===== config.mk =====
export PLATFORM = sky130hd
export DESIGN_NAME = usat_ram
export DESIGN_NICKNAME = d
export VERILOG_FILES = /design/src/hdl/usat_ram.sv
export SDC_FILE = /design/constraint.sdc
export NUM_CORES = 1
export LEC_CHECK = 0
export ABC_AREA = 1
export ABC_CLOCK_PERIOD_IN_PS = 2500
export BUFFER_PORTS_ARGS = -buffer_cell sky130_fd_sc_hd__buf_2
export CORE_MARGIN = 3
export CORE_UTILIZATION = 30
export DETAILED_ROUTE_END_ITERATION = 16
export GPL_ROUTABILITY_DRIVEN = 0
export GPL_TIMING_DRIVEN = 0
export SETUP_SLACK_MARGIN = 0.5
export SYNTH_ARGS = -nofsm -noshare
export SYNTH_HDL_FRONTEND = slang
export SYNTH_SLANG_ARGS = --single-unit

===== constraint.sdc =====
create_clock -name clock -period 2.5 [get_ports clock]
set_input_delay 0.25 -clock clock [delete_from_list [all_inputs] [get_ports clock]]
set_output_delay 0.25 -clock clock [all_outputs]
set_load 0.02 [all_outputs]

===== src/hdl/usat_ram.sv =====
// Generic single-port-write, single-port-read RAM with registered read data.
module usat_ram #(
   parameter int WIDTH = 8,
   parameter int DEPTH = 16
) (
   input  logic                     clock,
   input  logic                     wr_en,
   input  logic [$clog2(DEPTH)-1:0] wr_addr,
   input  logic [WIDTH-1:0]         wr_data,
   input  logic [$clog2(DEPTH)-1:0] rd_addr,
   output logic [WIDTH-1:0]         rd_data
);
   logic [WIDTH-1:0] mem_ff [DEPTH];
   logic [WIDTH-1:0] rd_data_ff;

   always_ff @(posedge clock) begin
      if (wr_en) begin
         mem_ff[wr_addr] <= wr_data;
      end
      rd_data_ff <= mem_ff[rd_addr];
   end

   assign rd_data = rd_data_ff;
endmodule


==> results_tabular.tex <==
\begin{tabular}{lr}
\hline
Metric & Value \\
\hline
\multicolumn{2}{l}{\textbf{Yosys}} \\
\quad Synth warn & 0 \\
\quad Post-synthesis share of cell area spent on xor and xnor gates & 0\% \\
\quad Number of enable-type register cells in the synthesized netlist & 128 \\
\quad Net count after synthesis & 569 \\
\quad Proportion of synthesized chip area in sequential cells & 69.4\% \\
\quad Cell type with the highest aggregate area in the netlist & edfxtp\_1 \\
\quad Avg Cell Area, Syn & 10.5 um\^{}2 \\
\quad Synth cell types & 12 \\
\quad Dominant register cell in the synthesized netlist & edfxtp\_1 \\
\quad Share of synthesized cell area in full adder, half adder and majority cells & 0\% \\
\quad Largest family of logic cells by synthesized area & simple AND/OR/NAND/NOR gates \\
\quad Dominant cell by count in the synthesized netlist & nand2\_1 \\
\quad Syn Inst Count & 551 \\
\quad Top cells by area, synth & edfxtp\_1, nand2\_1, nand3\_1, inv\_1, dfxtp\_1 \\
\quad Area share of the largest cell type after synthesis & 66.7\% \\
\quad Mux cell area share after synthesis & 0\% \\
\quad Register bit count reported by yosys & 136 \\
\quad Top post-synthesis cells by count & nand2\_1, edfxtp\_1, inv\_1 \\
\quad Area share of and/or/nand/nor cells after synthesis & 21.0\% \\
\quad Area of the mapped netlist & 0.00577 mm\^{}2 \\
\quad Synth async-reset ratio & 0\% \\
\quad Compound-Gate Fraction of Synth Area & 0\% \\
\multicolumn{2}{l}{\textbf{Pwr}} \\
\quad Switching Share & 22.1\% \\
\quad Sequential group share of total power & 50.4\% \\
\quad Power after layout & 5080 uW \\
\quad Max VDD drop & 0.000392 V \\
\quad Comb power frac & 6.9\% \\
\quad Power density over the cells & 761 mW/mm\^{}2 \\
\quad Part of the power in the clock network & 42.7\% \\
\quad Sw power & 1120 uW \\
\quad Leak pwr & 0.00286 uW \\
\quad Pint & 3960 uW \\
\multicolumn{2}{l}{\textbf{GRT}} \\
\quad Residual overflow from global routing & 0 \\
\quad Antenna violations before repair & 0 \\
\quad Maximum number of pins on one net before global-route repair & 17 \\
\quad Vias in the first global route & 3588 \\
\quad GRT Util Overall & 14.2\% \\
\quad First-pass GRT wire length & 21400 um \\
\multicolumn{2}{l}{\textbf{Timing}} \\
\quad Worst-case hold slack & 248 ps \\
\quad Total Neg Setup Slack & 0 ps \\
\quad Headroom to the max-slew limit & 44.3\% \\
\quad Slew Limit Fails & 0 \\
\quad Final worst clock skew & 8.95 ps \\
\quad Setup repair after global routing missed its margin & no \\
\quad Share of the cycle needed by the critical path after routing & 52.3\% \\
\quad Endpoints failing setup & 0 \\
\quad Post-route minimum period & 1310 ps \\
\quad Achievable clock frequency & 0.765 GHz \\
\quad Worst slew pin tran & 833 ps \\
\quad Final number of hold-violating endpoints & 0 \\
\quad PnR worst setup slack & 1190 ps \\
\multicolumn{2}{l}{\textbf{Run}} \\
\quad Max-cap violations & 0 \\
\multicolumn{2}{l}{\textbf{Route}} \\
\quad Vias per inst & 4.43 \\
\quad First-pass iteration count of the detailed router & 5 \\
\quad Average routed wire per standard cell & 16.6 um \\
\quad Via count & 3717 \\
\quad Number of violations reported at the end of detailed-routing iteration 0 & 330 \\
\quad Routed Wire Length & 14000 um \\
\quad Remaining number of nets flagged by the antenna check after routing & 0 \\
\quad Final routed DRC violation total & 0 \\
\multicolumn{2}{l}{\textbf{Finish}} \\
\quad Fin area & 0.00668 mm\^{}2 \\
\quad Layout area overhead & 15.8\% \\
\quad N\_diodes & 0 \\
\quad \# nets final & 610 \\
\quad Share of post-route cells with drive strength above 1 & 11.6\% \\
\multicolumn{2}{l}{\textbf{Die}} \\
\quad Die Y-Extent & 145 um \\
\quad Site Rows & 50 \\
\quad Initial standard-cell utilization of the core & 30.7\% \\
\quad Core ar. & 0.0188 mm\^{}2 \\
\quad Die footprint & 0.0209 mm\^{}2 \\
\quad Io pins & 26 \\
\quad Die X & 145 um \\
\multicolumn{2}{l}{\textbf{Run status}} \\
\quad Outcome & complete, no violations \\
\multicolumn{2}{l}{\textbf{Placed design}} \\
\quad Worst-case setup slack after placement & 770 ps \\
\quad Final HPWL DP & 9350 um \\
\quad PortBufs & 22 \\
\quad Total placed instance area & 0.00617 mm\^{}2 \\
\multicolumn{2}{l}{\textbf{Worst setup path}} \\
\quad Category of the critical setup timing path & input pin to flop \\
\quad Sort of element at the end of the critical path & flop \\
\quad Required time worst endpoint & 2540 ps \\
\quad Arr. time, crit path & 1350 ps \\
\quad Kind of start point of the critical path & input pin \\
\quad Max FO, Critical Path & 8 \\
\multicolumn{2}{l}{\textbf{CTS}} \\
\quad Number of cells upsized or downsized after cts & 0 \\
\quad TritonCTS clock tree & yes \\
\quad Number of post-CTS setup repair buffers & 0 \\
\quad Hold buffers post-CTS & 0 \\
\quad Cts bufs inserted & 17 \\
\quad Clk\_lat worst skew & 420 ps \\
\quad Maximum buffer depth of the clock tree & 2 \\
\quad Clk sink count & 136 \\
\quad Clock slew at reported path FFs & 50 ps \\
\quad Clock Root Buffer & clkbuf\_16 \\
\quad H-tree levels & 4 \\
\multicolumn{2}{l}{\textbf{Hold path}} \\
\quad Classification of the worst-slack hold path & input pin to flop \\
\hline
\end{tabular}
-- metal layers --
metal  share of wire, %  vias to the layer above  GRT usage [%]
met2                 45                      118           21.3
met4                1.2                        0           3.73
met1                 46                     1728           20.3
met5                  0                        -              0
li1                   -                     1854              -
met3                7.4                       17           4.07
-- layout by cell type (no fill, tap or decap) --
cell / instances
clkbuf_16: 17
nand2_1: 173
clkbuf_8: 2
buf_2: 35
buf_1: 1
clkinv_2: 4
buf_6: 6
inv_2: 2
nor2_1: 17
nand3b_1: 2
nand3_1: 97
edfxtp_1: 128
clkbuf_1: 9
inv_1: 100
dfxtp_1: 8
buf_4: 4
-- worst max-delay path, cell delays in order --
cell,delay [ps]
buf_2,120
nand3b_1,280
nor2_1,700
-- power groups by stage --
stage,combinational [uW],clock [uW],sequential [uW]
after CTS,352,2200,2560
after detailed placement,351,0,2610
after global placement,347,0,2610
after global routing,390,2290,2570
after floorplan,180,0,2630
final,350,2170,2560
-- path summary, 6_finish.rpt --
check                           depth (start not counted)      endpoint  slack [ps]          start
worst max-delay path                                    3  mem_ff[8][7]        1190     wr_addr[2]
worst min-delay path                                    1  mem_ff[0][1]         250     wr_data[1]
worst max register to register                          6    rd_data[4]        1490  mem_ff[10][4]
worst min register to register                          6    rd_data[0]         710   mem_ff[4][0]
-- stage by stage --
step | utilization [%] | instances
final | 35.6 | 839
after global routing | 35.6 | 839
after CTS | 35.6 | 839
after detailed placement | 32.9 | 807
after global placement | 32.9 | 807
after floorplan | - | 551
-- registers in the layout (all words and copies together), names as in the netlist --
signal   flops
mem_ff     128
rd_data      8
-- kinds of logic (layout without fill, tap and decap cells) --
family                 after synthesis  count (layout)
buffers and inverters              126             180
AND/OR/NAND/NOR                    289             289
flip-flops                         136             136
-- layout make-up --
type                            instances  area (um^2)
Inverter                              102          383
Fill cell                            1875        12100
Clock buffer                           28          487
Clock inverter                          4         20.0
Sequential cell                       136         4000
Tap cell                              234          293
Multi-Input combinational cell        289         1210
Buffer                                 24          166
Timing Repair Buffer                   22          110
Power figures use the tool's default switching activity.
